File: src/sv/cams_pkg.sv
// Package for the CPU addressing-mode sequencer: word types and code constants.
// No dependencies; used by cpu_addressing_mode_sequencer.
package cams_pkg;

  // Operation codes on the input word
  localparam logic [1:0] OP_LOAD_PC = 2'd0;
  localparam logic [1:0] OP_BEGIN   = 2'd1;
  localparam logic [1:0] OP_CYCLE   = 2'd2;

  // Addressing modes
  localparam logic [3:0] MODE_UNKNOWN = 4'd0;
  localparam logic [3:0] MODE_ACC     = 4'd1;
  localparam logic [3:0] MODE_IMPL    = 4'd2;
  localparam logic [3:0] MODE_IMM     = 4'd3;
  localparam logic [3:0] MODE_ZP      = 4'd4;
  localparam logic [3:0] MODE_ZPX     = 4'd5;
  localparam logic [3:0] MODE_ZPY     = 4'd6;
  localparam logic [3:0] MODE_REL     = 4'd7;
  localparam logic [3:0] MODE_ABS     = 4'd8;
  localparam logic [3:0] MODE_ABSX    = 4'd9;
  localparam logic [3:0] MODE_ABSY    = 4'd10;
  localparam logic [3:0] MODE_IND     = 4'd11;
  localparam logic [3:0] MODE_INDX    = 4'd12;
  localparam logic [3:0] MODE_INDY    = 4'd13;

  // Access kinds
  localparam logic [1:0] ACC_READ  = 2'd0;
  localparam logic [1:0] ACC_WRITE = 2'd1;
  localparam logic [1:0] ACC_RMW   = 2'd2;
  localparam logic [1:0] ACC_UNDEF = 2'd3;

  // Address constants
  localparam logic [15:0] PAGE_INC = 16'h0100;
  localparam logic [15:0] PAGE_DEC = 16'hFF00;

  typedef struct packed {
    logic [1:0]  op;
    logic [3:0]  mode;
    logic [1:0]  access_kind;
    logic        is_jump_absolute;
    logic [15:0] new_pc;
    logic [7:0]  read_data;
    logic [7:0]  index_x;
    logic [7:0]  index_y;
    logic [7:0]  accumulator;
    logic [7:0]  exec_result;
    logic        branch_taken;
  } in_word_t;

  typedef struct packed {
    logic [15:0] bus_address;
    logic        bus_read;
    logic        bus_write;
    logic [7:0]  write_data;
    logic        execute_strobe;
    logic [7:0]  operand_value;
    logic        poll_interrupts;
    logic        finished;
    logic [15:0] pc_out;
    logic        page_crossed_out;
  } out_word_t;

endpackage

File: src/sv/cpu_addressing_mode_sequencer.sv
// Top level of the CPU addressing-mode sequencer: input register, step
// logic and result register. Depends on cams_pkg.
//
// Usage:
//   The input channel (in_valid_i/in_ready_o/in_data_i) carries one word per
//   CPU bus cycle: load program counter, begin instruction, or one bus cycle
//   carrying the byte read for the previous request. The output channel
//   (out_valid_o/out_ready_i/out_data_o) returns one word for each begin and
//   each bus cycle; a load-pc word or op code three gives no output word.
//   A word accepted into the input register is stepped into the result
//   register once that is free. Throughput: one word per cycle while the
//   receiver does not stall; the step logic between the input register and
//   the result register handles a whole bus cycle.
//   When the receiver stalls, the result register holds its word and the
//   input register holds the next one; in_ready_o drops only when both are
//   full and out_ready_i is low.
//   Reset (rst_ni low) empties both registers and clears the program
//   counter, address latches, data latch, page flag and step counter, so
//   the sequencer starts idle.
module cpu_addressing_mode_sequencer (
  input  logic                 clk_i,
  input  logic                 rst_ni,
  input  logic                 in_valid_i,
  output logic                 in_ready_o,
  input  cams_pkg::in_word_t   in_data_i,
  output logic                 out_valid_o,
  input  logic                 out_ready_i,
  output cams_pkg::out_word_t  out_data_o
);

  // Handshake registers
  logic                in_valid_q;
  cams_pkg::in_word_t  in_q;
  logic                out_valid_q;
  cams_pkg::out_word_t out_q;
  logic                out_free;
  logic                proc;

  // Sequencer state
  logic [15:0] pc_q, pc_d;
  logic [15:0] ea_q, ea_d;
  logic [15:0] pa_q, pa_d;
  logic [7:0]  dl_q, dl_d;
  logic        page_q, page_d;
  logic [2:0]  step_q, step_d;
  logic [3:0]  mode_q, mode_d;
  logic [1:0]  access_q, access_d;
  logic        jump_q, jump_d;

  // Step results
  cams_pkg::out_word_t res;
  logic                has_res;
  logic [2:0]          nstep;
  logic                tail_en;
  logic [2:0]          tail_t;

  assign out_free   = !out_valid_q || out_ready_i;
  assign proc       = in_valid_q && out_free;
  assign in_ready_o = !in_valid_q || out_free;
  assign out_valid_o = out_valid_q;
  assign out_data_o  = out_q;

  // Input register
  always_ff @(posedge clk_i or negedge rst_ni) begin
    if (!rst_ni) begin
      in_valid_q <= 1'b0;
    end else if (in_ready_o) begin
      in_valid_q <= in_valid_i;
    end
  end

  always_ff @(posedge clk_i) begin
    if (in_ready_o && in_valid_i) begin
      in_q <= in_data_i;
    end
  end

  // Result register
  always_ff @(posedge clk_i or negedge rst_ni) begin
    if (!rst_ni) begin
      out_valid_q <= 1'b0;
    end else if (proc && has_res) begin
      out_valid_q <= 1'b1;
    end else if (out_ready_i) begin
      out_valid_q <= 1'b0;
    end
  end

  always_ff @(posedge clk_i) begin
    if (proc && has_res) begin
      out_q <= res;
    end
  end

  // Sequencer state, committed when a word is stepped
  always_ff @(posedge clk_i or negedge rst_ni) begin
    if (!rst_ni) begin
      pc_q     <= '0;
      ea_q     <= '0;
      pa_q     <= '0;
      dl_q     <= '0;
      page_q   <= 1'b0;
      step_q   <= '0;
      mode_q   <= '0;
      access_q <= '0;
      jump_q   <= 1'b0;
    end else if (proc) begin
      pc_q     <= pc_d;
      ea_q     <= ea_d;
      pa_q     <= pa_d;
      dl_q     <= dl_d;
      page_q   <= page_d;
      step_q   <= step_d;
      mode_q   <= mode_d;
      access_q <= access_d;
      jump_q   <= jump_d;
    end
  end

  // One bus cycle of the addressing sequence
  always_comb begin
    logic [8:0] sum9;
    logic [7:0] idx;
    logic [7:0] lo;
    logic [7:0] nl;

    pc_d     = pc_q;
    ea_d     = ea_q;
    pa_d     = pa_q;
    dl_d     = dl_q;
    page_d   = page_q;
    step_d   = step_q;
    mode_d   = mode_q;
    access_d = access_q;
    jump_d   = jump_q;
    res      = '0;
    has_res  = 1'b0;
    nstep    = step_q + 3'd1;
    tail_en  = 1'b0;
    tail_t   = 3'd0;
    sum9     = '0;
    idx      = (mode_q == cams_pkg::MODE_ABSX || mode_q == cams_pkg::MODE_ZPX)
               ? in_q.index_x : in_q.index_y;
    lo       = pc_q[7:0];
    nl       = pc_q[7:0] + dl_q;

    unique case (in_q.op)
      cams_pkg::OP_LOAD_PC: begin
        pc_d   = in_q.new_pc;
        step_d = 3'd0;
      end
      cams_pkg::OP_BEGIN: begin
        has_res  = 1'b1;
        mode_d   = in_q.mode;
        access_d = (in_q.access_kind == cams_pkg::ACC_UNDEF) ? cams_pkg::ACC_READ
                                                            : in_q.access_kind;
        jump_d   = in_q.is_jump_absolute;
        page_d   = 1'b0;
        step_d   = 3'd1;
        res.bus_address = pc_q;
        res.bus_read    = 1'b1;
      end
      cams_pkg::OP_CYCLE: begin
        has_res = 1'b1;
        if (step_q != 3'd0) begin
          unique case (mode_q) inside
            cams_pkg::MODE_ACC: begin
              res.execute_strobe  = 1'b1;
              res.operand_value   = in_q.accumulator;
              res.poll_interrupts = 1'b1;
              res.finished        = 1'b1;
              nstep               = 3'd0;
            end
            cams_pkg::MODE_IMPL: begin
              res.execute_strobe = 1'b1;
              nstep              = step_q;
            end
            cams_pkg::MODE_IMM: begin
              dl_d                = in_q.read_data;
              pc_d                = pc_q + 16'd1;
              res.execute_strobe  = 1'b1;
              res.operand_value   = in_q.read_data;
              res.poll_interrupts = 1'b1;
              res.finished        = 1'b1;
              nstep               = 3'd0;
            end
            cams_pkg::MODE_ZP: begin
              if (step_q == 3'd1) begin
                ea_d = {8'h00, in_q.read_data};
                pc_d = pc_q + 16'd1;
                if (access_q != cams_pkg::ACC_WRITE) begin
                  res.bus_address = ea_d;
                  res.bus_read    = 1'b1;
                end
              end else begin
                tail_en = 1'b1;
                tail_t  = 3'd2;
              end
            end
            cams_pkg::MODE_ZPX, cams_pkg::MODE_ZPY: begin
              if (step_q == 3'd1) begin
                ea_d = {8'h00, in_q.read_data};
                pc_d = pc_q + 16'd1;
                res.bus_address = ea_d;
                res.bus_read    = 1'b1;
              end else if (step_q == 3'd2) begin
                dl_d = in_q.read_data;
                ea_d = {8'h00, ea_q[7:0] + idx};
                if (access_q != cams_pkg::ACC_WRITE) begin
                  res.bus_address = ea_d;
                  res.bus_read    = 1'b1;
                end
              end else begin
                tail_en = 1'b1;
                tail_t  = 3'd3;
              end
            end
            cams_pkg::MODE_REL: begin
              if (step_q == 3'd1) begin
                dl_d                = in_q.read_data;
                pc_d                = pc_q + 16'd1;
                res.execute_strobe  = 1'b1;
                res.operand_value   = in_q.read_data;
                res.poll_interrupts = 1'b1;
                if (!in_q.branch_taken) begin
                  res.finished = 1'b1;
                  nstep        = 3'd0;
                end
              end else if (step_q == 3'd2) begin
                // Low-byte add; the high byte is fixed up in a further step on a page cross
                pc_d   = {pc_q[15:8], nl};
                page_d = dl_q[7] ? (nl > lo) : (nl < lo);
                if (!page_d) begin
                  res.finished = 1'b1;
                  nstep        = 3'd0;
                end
              end else if (step_q == 3'd3) begin
                res.poll_interrupts = 1'b1;
                pc_d = pc_q + (dl_q[7] ? cams_pkg::PAGE_DEC : cams_pkg::PAGE_INC);
                res.finished = 1'b1;
                nstep        = 3'd0;
              end else begin
                res.finished = 1'b1;
                nstep        = 3'd0;
              end
            end
            cams_pkg::MODE_ABS: begin
              if (step_q == 3'd1) begin
                ea_d = {8'h00, in_q.read_data};
                pc_d = pc_q + 16'd1;
                res.bus_address = pc_d;
                res.bus_read    = 1'b1;
              end else if (step_q == 3'd2) begin
                ea_d = {in_q.read_data, ea_q[7:0]};
                if (jump_q) begin
                  res.poll_interrupts = 1'b1;
                  pc_d         = ea_d;
                  res.finished = 1'b1;
                  nstep        = 3'd0;
                end else begin
                  pc_d = pc_q + 16'd1;
                  if (access_q != cams_pkg::ACC_WRITE) begin
                    res.bus_address = ea_d;
                    res.bus_read    = 1'b1;
                  end
                end
              end else begin
                tail_en = 1'b1;
                tail_t  = 3'd3;
              end
            end
            cams_pkg::MODE_ABSX, cams_pkg::MODE_ABSY, cams_pkg::MODE_INDY: begin
              if (step_q == 3'd1) begin
                if (mode_q == cams_pkg::MODE_INDY) begin
                  pa_d = {8'h00, in_q.read_data};
                  pc_d = pc_q + 16'd1;
                  res.bus_address = pa_d;
                end else begin
                  ea_d = {8'h00, in_q.read_data};
                  pc_d = pc_q + 16'd1;
                  res.bus_address = pc_d;
                end
                res.bus_read = 1'b1;
              end else if (step_q == 3'd2 && mode_q == cams_pkg::MODE_INDY) begin
                // Pointer high byte read wraps within zero page
                ea_d = {8'h00, in_q.read_data};
                pa_d = {8'h00, pa_q[7:0] + 8'd1};
                res.bus_address = pa_d;
                res.bus_read    = 1'b1;
              end else if ((step_q == 3'd2 && mode_q != cams_pkg::MODE_INDY) ||
                           (step_q == 3'd3 && mode_q == cams_pkg::MODE_INDY)) begin
                // Index add on the low byte; carry marks a page cross
                sum9   = {1'b0, ea_q[7:0]} + {1'b0, idx};
                page_d = sum9[8];
                ea_d   = {in_q.read_data, sum9[7:0]};
                if (mode_q != cams_pkg::MODE_INDY) begin
                  pc_d = pc_q + 16'd1;
                end
                res.bus_address = ea_d;
                res.bus_read    = 1'b1;
              end else if ((step_q == 3'd3 && mode_q != cams_pkg::MODE_INDY) ||
                           (step_q == 3'd4 && mode_q == cams_pkg::MODE_INDY)) begin
                dl_d = in_q.read_data;
                if (access_q == cams_pkg::ACC_READ && !page_q) begin
                  res.execute_strobe  = 1'b1;
                  res.operand_value   = in_q.read_data;
                  res.poll_interrupts = 1'b1;
                  res.finished        = 1'b1;
                  nstep               = 3'd0;
                end else begin
                  if (page_q) begin
                    ea_d = ea_q + cams_pkg::PAGE_INC;
                  end
                  if (access_q != cams_pkg::ACC_WRITE) begin
                    res.bus_address = ea_d;
                    res.bus_read    = 1'b1;
                  end
                end
              end else begin
                tail_en = 1'b1;
                tail_t  = (mode_q == cams_pkg::MODE_INDY) ? 3'd5 : 3'd4;
              end
            end
            cams_pkg::MODE_IND: begin
              if (step_q == 3'd1) begin
                pa_d = {8'h00, in_q.read_data};
                pc_d = pc_q + 16'd1;
                res.bus_address = pc_d;
                res.bus_read    = 1'b1;
              end else if (step_q == 3'd2) begin
                pa_d = {in_q.read_data, pa_q[7:0]};
                pc_d = pc_q + 16'd1;
                res.bus_address = pa_d;
                res.bus_read    = 1'b1;
              end else if (step_q == 3'd3) begin
                // Second pointer byte stays in the same page
                dl_d = in_q.read_data;
                pa_d = {pa_q[15:8], pa_q[7:0] + 8'd1};
                res.bus_address = pa_d;
                res.bus_read    = 1'b1;
              end else if (step_q == 3'd4) begin
                res.poll_interrupts = 1'b1;
                pc_d         = {in_q.read_data, dl_q};
                res.finished = 1'b1;
                nstep        = 3'd0;
              end else begin
                res.finished = 1'b1;
                nstep        = 3'd0;
              end
            end
            cams_pkg::MODE_INDX: begin
              if (step_q == 3'd1) begin
                pa_d = {8'h00, in_q.read_data};
                pc_d = pc_q + 16'd1;
                res.bus_address = pa_d;
                res.bus_read    = 1'b1;
              end else if (step_q == 3'd2) begin
                dl_d = in_q.read_data;
                pa_d = {8'h00, pa_q[7:0] + in_q.index_x};
                res.bus_address = pa_d;
                res.bus_read    = 1'b1;
              end else if (step_q == 3'd3) begin
                ea_d = {8'h00, in_q.read_data};
                pa_d = {8'h00, pa_q[7:0] + 8'd1};
                res.bus_address = pa_d;
                res.bus_read    = 1'b1;
              end else if (step_q == 3'd4) begin
                ea_d = {in_q.read_data, ea_q[7:0]};
                if (access_q != cams_pkg::ACC_WRITE) begin
                  res.bus_address = ea_d;
                  res.bus_read    = 1'b1;
                end
              end else begin
                tail_en = 1'b1;
                tail_t  = 3'd5;
              end
            end
            default: begin
              // Unknown modes finish at once without bus access
              res.finished = 1'b1;
              nstep        = 3'd0;
            end
          endcase

          // Operand cycle (a write stores there), then dummy write and final write for RMW
          if (tail_en) begin
            if (step_q == tail_t) begin
              if (access_q != cams_pkg::ACC_WRITE) begin
                dl_d = in_q.read_data;
              end
              if (access_q == cams_pkg::ACC_READ) begin
                res.execute_strobe  = 1'b1;
                res.operand_value   = in_q.read_data;
                res.poll_interrupts = 1'b1;
                res.finished        = 1'b1;
                nstep               = 3'd0;
              end else if (access_q == cams_pkg::ACC_WRITE) begin
                res.execute_strobe  = 1'b1;
                res.poll_interrupts = 1'b1;
                res.bus_address     = ea_q;
                res.bus_write       = 1'b1;
                res.write_data      = in_q.exec_result;
                res.finished        = 1'b1;
                nstep               = 3'd0;
              end
            end else if ({1'b0, step_q} == {1'b0, tail_t} + 4'd1) begin
              res.bus_address    = ea_q;
              res.bus_write      = 1'b1;
              res.write_data     = dl_q;
              res.execute_strobe = 1'b1;
              res.operand_value  = dl_q;
            end else if ({1'b0, step_q} == {1'b0, tail_t} + 4'd2) begin
              res.poll_interrupts = 1'b1;
              res.bus_address     = ea_q;
              res.bus_write       = 1'b1;
              res.write_data      = in_q.exec_result;
              res.finished        = 1'b1;
              nstep               = 3'd0;
            end else begin
              res.finished = 1'b1;
              nstep        = 3'd0;
            end
          end
          step_d = nstep;
        end
      end
      default: ;
    endcase

    res.pc_out           = pc_d;
    res.page_crossed_out = page_d;
  end

  // Checks on the step logic
  a_no_read_and_write: assert property (@(posedge clk_i) disable iff (!rst_ni)
    out_valid_o |-> !(out_data_o.bus_read && out_data_o.bus_write))
    else $error("read and write requested in the same word");

  a_wdata_zero: assert property (@(posedge clk_i) disable iff (!rst_ni)
    out_valid_o && !out_data_o.bus_write |-> out_data_o.write_data == 8'h00)
    else $error("write data set without a write");

  a_addr_zero: assert property (@(posedge clk_i) disable iff (!rst_ni)
    out_valid_o && !out_data_o.bus_read && !out_data_o.bus_write
      |-> out_data_o.bus_address == 16'h0000)
    else $error("address driven without an access");

  a_finish_idles: assert property (@(posedge clk_i) disable iff (!rst_ni)
    proc && has_res && res.finished |=> step_q == 3'd0)
    else $error("step counter not idle after finish");

  a_idle_cycle_quiet: assert property (@(posedge clk_i) disable iff (!rst_ni)
    proc && in_q.op == cams_pkg::OP_CYCLE && step_q == 3'd0
      |=> out_valid_q && !out_q.finished && !out_q.bus_read && !out_q.execute_strobe)
    else $error("activity on a bus cycle while idle");

endmodule
File: config.mk
export PLATFORM = sky130hd
export DESIGN_NAME = cpu_addressing_mode_sequencer
export DESIGN_NICKNAME = d
export VERILOG_FILES = /design/src/sv/cams_pkg.sv /design/src/sv/cpu_addressing_mode_sequencer.sv
export SDC_FILE = /design/constraint.sdc
export NUM_CORES = 1
export LEC_CHECK = 0
export ABC_AREA = 1
export BUFFER_PORTS_ARGS = -buffer_cell sky130_fd_sc_hd__buf_4
export CORE_MARGIN = 2
export CORE_UTILIZATION = 50
export CTS_CLUSTER_DIAMETER = 120
export DETAILED_ROUTE_END_ITERATION = 7
export PLACE_DENSITY = 0.69
export SLEW_MARGIN = 15
export SYNTH_ARGS = -nofsm -noshare
export SYNTH_HDL_FRONTEND = slang
export SYNTH_SLANG_ARGS = --single-unit
export TNS_END_PERCENT = 10
File: constraint.sdc
create_clock -name clk_i -period 10.1 [get_ports clk_i]
set_input_delay 0.505 -clock clk_i [delete_from_list [all_inputs] [get_ports clk_i]]
set_output_delay 0.505 -clock clk_i [all_outputs]
set_load 0.05 [all_outputs]
---- Yosys cells after proc, flatten, opt, wreduce, memory -nomap -nowiden ----
Index checks and enable logic that the tools add are counted.
word-level totals
  output and inout port bits .............. 56
  bits in latches ......................... 0
  ROM bits ................................ 0
  bits in writable memories ............... 0
  memories kept ........................... 0
  register bits ........................... 189
  word-level logic and storage cells ...... 331
  input bits .............................. 70
operators by class
  order comparisons ....................... 2
  divide/modulo/power cells ............... 0
  shift-type cells ........................ 0
  bitwise operators ....................... 0
  equality and inequality tests ........... 44
  mux-type cells .......................... 198
  $mul .................................... 0
  $add $sub $neg .......................... 11
  reduce and logical (&&, ||, !) cells .... 42
operator list
  cell                                                              count
  16-bit two-way mux                                                48
  17-bit two-way mux                                                20
  8-bit two-way mux                                                 16
  17-bit case mux with 6 select lines                               1
  16-bit case mux with 6 select lines                               1
  3-bit two-way mux                                                 31
  9-bit two-way mux                                                 9
  16-bit case mux with 5 select lines                               1
  11-bit two-way mux                                                7
  16-bit case mux with 3 select lines                               1
  20-bit two-way mux                                                2
  8-bit case mux with 5 select lines                                1
  37-bit two-way mux                                                1
  17-bit case mux with 2 select lines                               1
  1-bit two-way mux                                                 32
  16-bit case mux with 2 select lines                               1
  8-bit case mux with 4 select lines                                1
  2-bit two-way mux                                                 14
  13-bit AND reduction                                              2
  8-bit adder                                                       3
  4-bit == test (second input constant)                             6
  3-bit inequality test (second input constant)                     8
  3-bit case mux with 6 select lines                                1
  16-bit by 1-bit adder with 16-bit output (second input constant)  1
  46 further kinds                                                  88

---- Longest topological paths before layout ----
  word-level depth ........................ 18
  gate-level depth with buffers ........... 21
  depth with buffers taken out ............ 20

---- Worst setup path after synthesis ----
No wires, ideal clock.
  path type ............................... register -> register
  start ................................... reg out_valid_q (netlist: out_valid_o)
  end ..................................... reg out_q, in the netlist out_data_o[0], enable pin
  data required time ...................... 9,632 ps
  setup slack ............................. 6,254 ps
  stages on the path, launching flop included .. 5
  arrival time ............................ 3,378 ps
  library setup time ...................... 468 ps
  buffers on the path ..................... 1
  clock period less this slack ............ 3,846 ps
  path through ............................ dfrtp_1 nand2_1 nand2_1 clkbuf_1 nor2_1
on the way
  cells in the longest elaborated chain, start to end .. 4
ends and longest elaborated chain
  element                 line                                 RTL
  start, declared         cpu_addressing_mode_sequencer.sv:34  logic out_valid_q;
  start signal, assigned  cpu_addressing_mode_sequencer.sv:81  out_valid_q <= 1'b0;
  start signal, assigned  cpu_addressing_mode_sequencer.sv:83  out_valid_q <= 1'b1;
  start signal, assigned  cpu_addressing_mode_sequencer.sv:85  out_valid_q <= 1'b0;
  1-bit logical NOT       cpu_addressing_mode_sequencer.sv:57  assign out_free = !out_valid_q || out_ready_i;
  1-bit logical OR        cpu_addressing_mode_sequencer.sv:57
  1-bit logical AND       cpu_addressing_mode_sequencer.sv:58  assign proc = in_valid_q && out_free;
  1-bit logical AND       cpu_addressing_mode_sequencer.sv:90  if (proc && has_res) begin
  end signal, assigned    cpu_addressing_mode_sequencer.sv:91  out_q <= res;
  end, declared           cpu_addressing_mode_sequencer.sv:35  cams_pkg::out_word_t out_q;
No other way between the ends.
A chain may end at the register's enable or synchronous reset.

==> metrics.md <==
| Metric | Value |
|---|---|
| Worst Hold Path EP | in_q[29] |
| Initial antenna violation count | 2 |
| Final Cycle Share | about 50% |
| Hold WC Path Type | input port to register |
| Fill cells | 2812 |
| Maxcap violations | 0 |
| PortBufs | around 130 |
| Post-Synth XOR/XNOR Area | 1.784% |
| Htree depth | 4 |
| Pre-Repair DR Iteration Count | 8 |
| Syn Nets | 2238 |
| Cell Int Power | between 2000 and 2500 uW |
| Register area share after synthesis | 35.17% |
| CTS clock-pin slew for the worst setup and hold paths | 0.08 ns |
| Sum of negative setup slack | 0 ns |
| Mux cell area share after synthesis | 0.5945% |
| Largest family of logic cells by synthesized area | simple AND/OR/NAND/NOR gates |
| Postcts setup bufs | 0 |
| Vias in the first global route | 15720 |
| Wire per inst | 25.95 microns |
| Worst setup EP type | register |
| Worst EP arrival | 5.23 ns |
| Post-CTS Hold Buffers | 0 |
| Rel. slew slack | 25.48% |
| TritonCTS clock tree | built |
| Synth-to-layout area growth | 11.55% |
| LEAKAGE | roughly 0.0074 uW |
| Avg Inst Size Synth | 7.168 sq um |
| Seq cells post-synth | around 190 |
| Synth cell types | 64 |
| Min-Delay Path Depth | 1 |
| NetSw | 2265 uW |
| Core Region | 29720 sq um |
| Synth Area in Simple Gates | 26.74% |
| Net Sw Frac | 52.49% |
| TritonCTS buffer count | 17 |
| Remaining antenna violation count | 0 |
| Worst-margin pin slew | 1.118 ns |
| Register area | 5330 sq um |
| Pin count of the biggest net entering global routing | 70 |
| FF-to-FF path depth | 17 |
| Final hold violation count | 0 |
| Synthesis Warnings | 0 |
| Synth Area in Compound Gates | 22.71% |
| Die height | 178.1 microns |
| Die ar. | approximately 32000 sq um |
| R2R Path Start | step_q[1] |
| Post-synth ARST share | 36.51% |
| Worst-Skew Late Latency | 0.47 ns |
| Syn Inst Count | 2114 |
| Vias per cell | 6.560 |
| Worst hold start | in_data_i[29] |
| Row cnt | 63 |
| Worst VDD drop | 0.1542 mV |
| Multi-input gate area | 8567 sq um |
| Combinational power share | between 50% and 60% |
| Area share of fa/ha/maj cells after synthesis | 4.657% |
| Reg power frac | ~28% |
| DRC Markers | 0 |
| Layout cells sized above 1 | 12.35% |
| CTS Root Cell | clkbuf_16 |
| Clock Path Buffers | 2 |
| CTS sink count | 189 |
| Die width | 178.1 microns |
| WS Path Type | register to register |
| Mapped Area | 15150 sq um |
| Clock Power Share | 17.8% |
| Worst Skew | between 0.015 and 0.02 ns |
| Post-CTS sizing | 0 |
| Minimum clock period | 4.941 ns |
| Outcome | completed |
| I/O pin total | between 100 and 150 |
| Initial cell density of the core | 50.99% |
| Crit start category | register |
| HPWL Detailed | 49470 microns |
| Placer Congestion | roughly 1.1 |
| RR Endpoint | out_data_o[41] |
| Final Setup Violations | 0 |
| First-pass GRT wire length | roughly 98000 microns |
| CP Data Required Time | 10.39 ns |
| Drt initial violations | 2586 |
| Most used DFF post-synth | edfxtp_1 |
| Number of synthesized flops with an enable pin | 120 |
| Total congestion overflow | 0 |
| GRT Overall Usage | 42.34% |
| DRT Wirelength | approximately 67000 microns |
| Max Slew Vio Count | 0 |
| Power density cells | 255.3 nW/um^2 |
| Crit path max fanout | 47 |
| Via count | 16910 |
| Total Power | 4315 uW |
| RSZ-0062 raised after global routing | false |
| Fmax | 202.4 MHz |
| Fin nets | 2298 |
| R2R Setup Slk | 5.16 ns |
-- layout make-up --
cell class / instances / area share [%]
inverter: 206 / 4.619
sequential: 189 / 31.53
timing repair buffer: 146 / 6.484
tap: 390 / 2.887
clock buffer: 20 / 2.768
multi-input combinational: 1614 / 50.68
clock inverter: 12 / 1.014
antenna: 1 / 0.01480
-- how the worst max path moves through the flow --
stage / start / end / slack (ns) / cells past startpoint
global route: step_q[1] / out_data_o[41] / 5.00 / 19
finish: step_q[1] / out_data_o[41] / 5.16 / 17
floorplan: out_valid_o / out_data_o[0] / 6.25 / 4
detailed placement: step_q[1] / out_data_o[41] / 5.43 / 19
global placement: step_q[1] / out_data_o[40] / 5.61 / 19
CTS: step_q[1] / out_data_o[41] / 5.39 / 19
-- through the flow --
| stage | std cells | cell area (sq um) | hold WS [ns] | setup WS [ns] | utilization [%] |
|---|---|---|---|---|---|
| detailed placement | 2545 | 16260 | 0.4392 | 5.435 | 54.72 |
| floorplan | 2114 | 15150 | 0.2094 | 6.254 | - |
| CTS | 2577 | 16900 | 0.1954 | 5.391 | 56.87 |
| global route | 2577 | 16900 | 0.2015 | 4.996 | 56.87 |
| global placement | 2545 | 16260 | 0.4391 | 5.614 | 54.72 |
| finish | 2578 | 16900 | 0.2028 | 5.159 | 56.88 |
-- power by group through the flow --
stage	clock (uW)	sequential (uW)	combinational (uW)
after floorplan	0	1160	1550
after global placement	0	1210	2220
after detailed placement	0	1210	2240
after CTS	767	1200	2250
after global routing	792	1220	2510
final	766	1210	2330
-- cells by family after synthesis --
| logic type | after synthesis |
|---|---|
| multiplexers | 8 |
| flip-flops | 189 |
| AO/OA/AOI/OAI | 585 |
| adder cells (fa/ha/maj) | 54 |
| XOR/XNOR | 30 |
| buffers and inverters | 311 |
| AND/OR/NAND/NOR | 937 |
-- flip-flops by register name, indices dropped and copies added, names as in the netlist --
signal and count:
dl_q 8, out_data_o 54, mode_q 4, in_q 66
pa_q 16, access_q 2, ea_q 16, page_q 1
step_q 3, pc_q 16, in_valid_q 1, out_valid_o 1
jump_q 1
-- per-layer routing --
metal	GRT usage, %	vias to the layer above	part of all wire, %
met2	62.47	1339	42
met4	24.35	0	6.4
met1	56.04	7879	39
met5	0	-	0
met3	11.02	272	13
li1	-	7422	-
-- Yosys cell counts, drive strengths merged (2+ instances only) --
master	n	area share, %
o31ai	13	0.64
edfxtp	120	24
xnor2	5	0.29
o21ai	234	7.7
o311ai	2	0.12
buf	40	1.6
clkbuf	65	1.6
nand4	29	1.3
a2111oi	2	0.12
o221ai	13	0.75
nand3b	3	0.15
a211oi	9	0.45
o22ai	30	1.3
nand3	135	4.8
a221oi	12	0.69
a21oi	159	5.3
a21o	2	0.099
fa	4	0.53
xor2	25	1.5
o21a	3	0.15
nand2	541	14
nor2	200	5.5
o2111ai	7	0.40
o21bai	5	0.27
or2	2	0.083
a31oi	12	0.50
inv	202	5.1
o41ai	6	0.35
a21boi	8	0.40
o211ai	35	1.7
clkinv	4	0.099
ha	50	4.1
mux2	8	0.59
a22oi	27	1.3
dfrtp	69	11
nor3	25	0.89
-- worst max-delay path, cell delays in order, from the launching register on --
cell	delay, ns
dfrtp_1	0.50
inv_1	0.13
ha_1	0.27
nand2_4	0.41
buf_4	0.56
inv_2	0.30
buf_4	0.31
nor2_4	0.29
nand4_4	0.15
nand2_2	0.14
nor2_1	0.06
inv_2	0.28
nand2_1	0.45
inv_1	0.32
nand2_4	0.12
inv_4	0.15
nand2_1	0.07
a21oi_1	0.18
-- cell usage in the layout (no fill, tap or decap), drive strengths merged, types with 3 or more instances in the layout --
master   count
nor2       200
a221oi      12
o211ai      35
xnor2        5
clkbuf      20
nand4       29
o21bai       5
o31ai       13
dfrtp       69
inv        209
nor3        25
o41ai        6
ha          50
a21boi       8
mux2         8
buf        146
o221ai      13
bufinv       3
a21oi      159
o22ai       30
o21a         3
nand2      541
a22oi       27
xor2        25
edfxtp     120
fa           4
a211oi       9
nand3b       3
a31oi       12
nand3      135
clkinv       4
o2111ai      7
o21ai      234
Note: power is estimated with default switching activity, not from simulation.
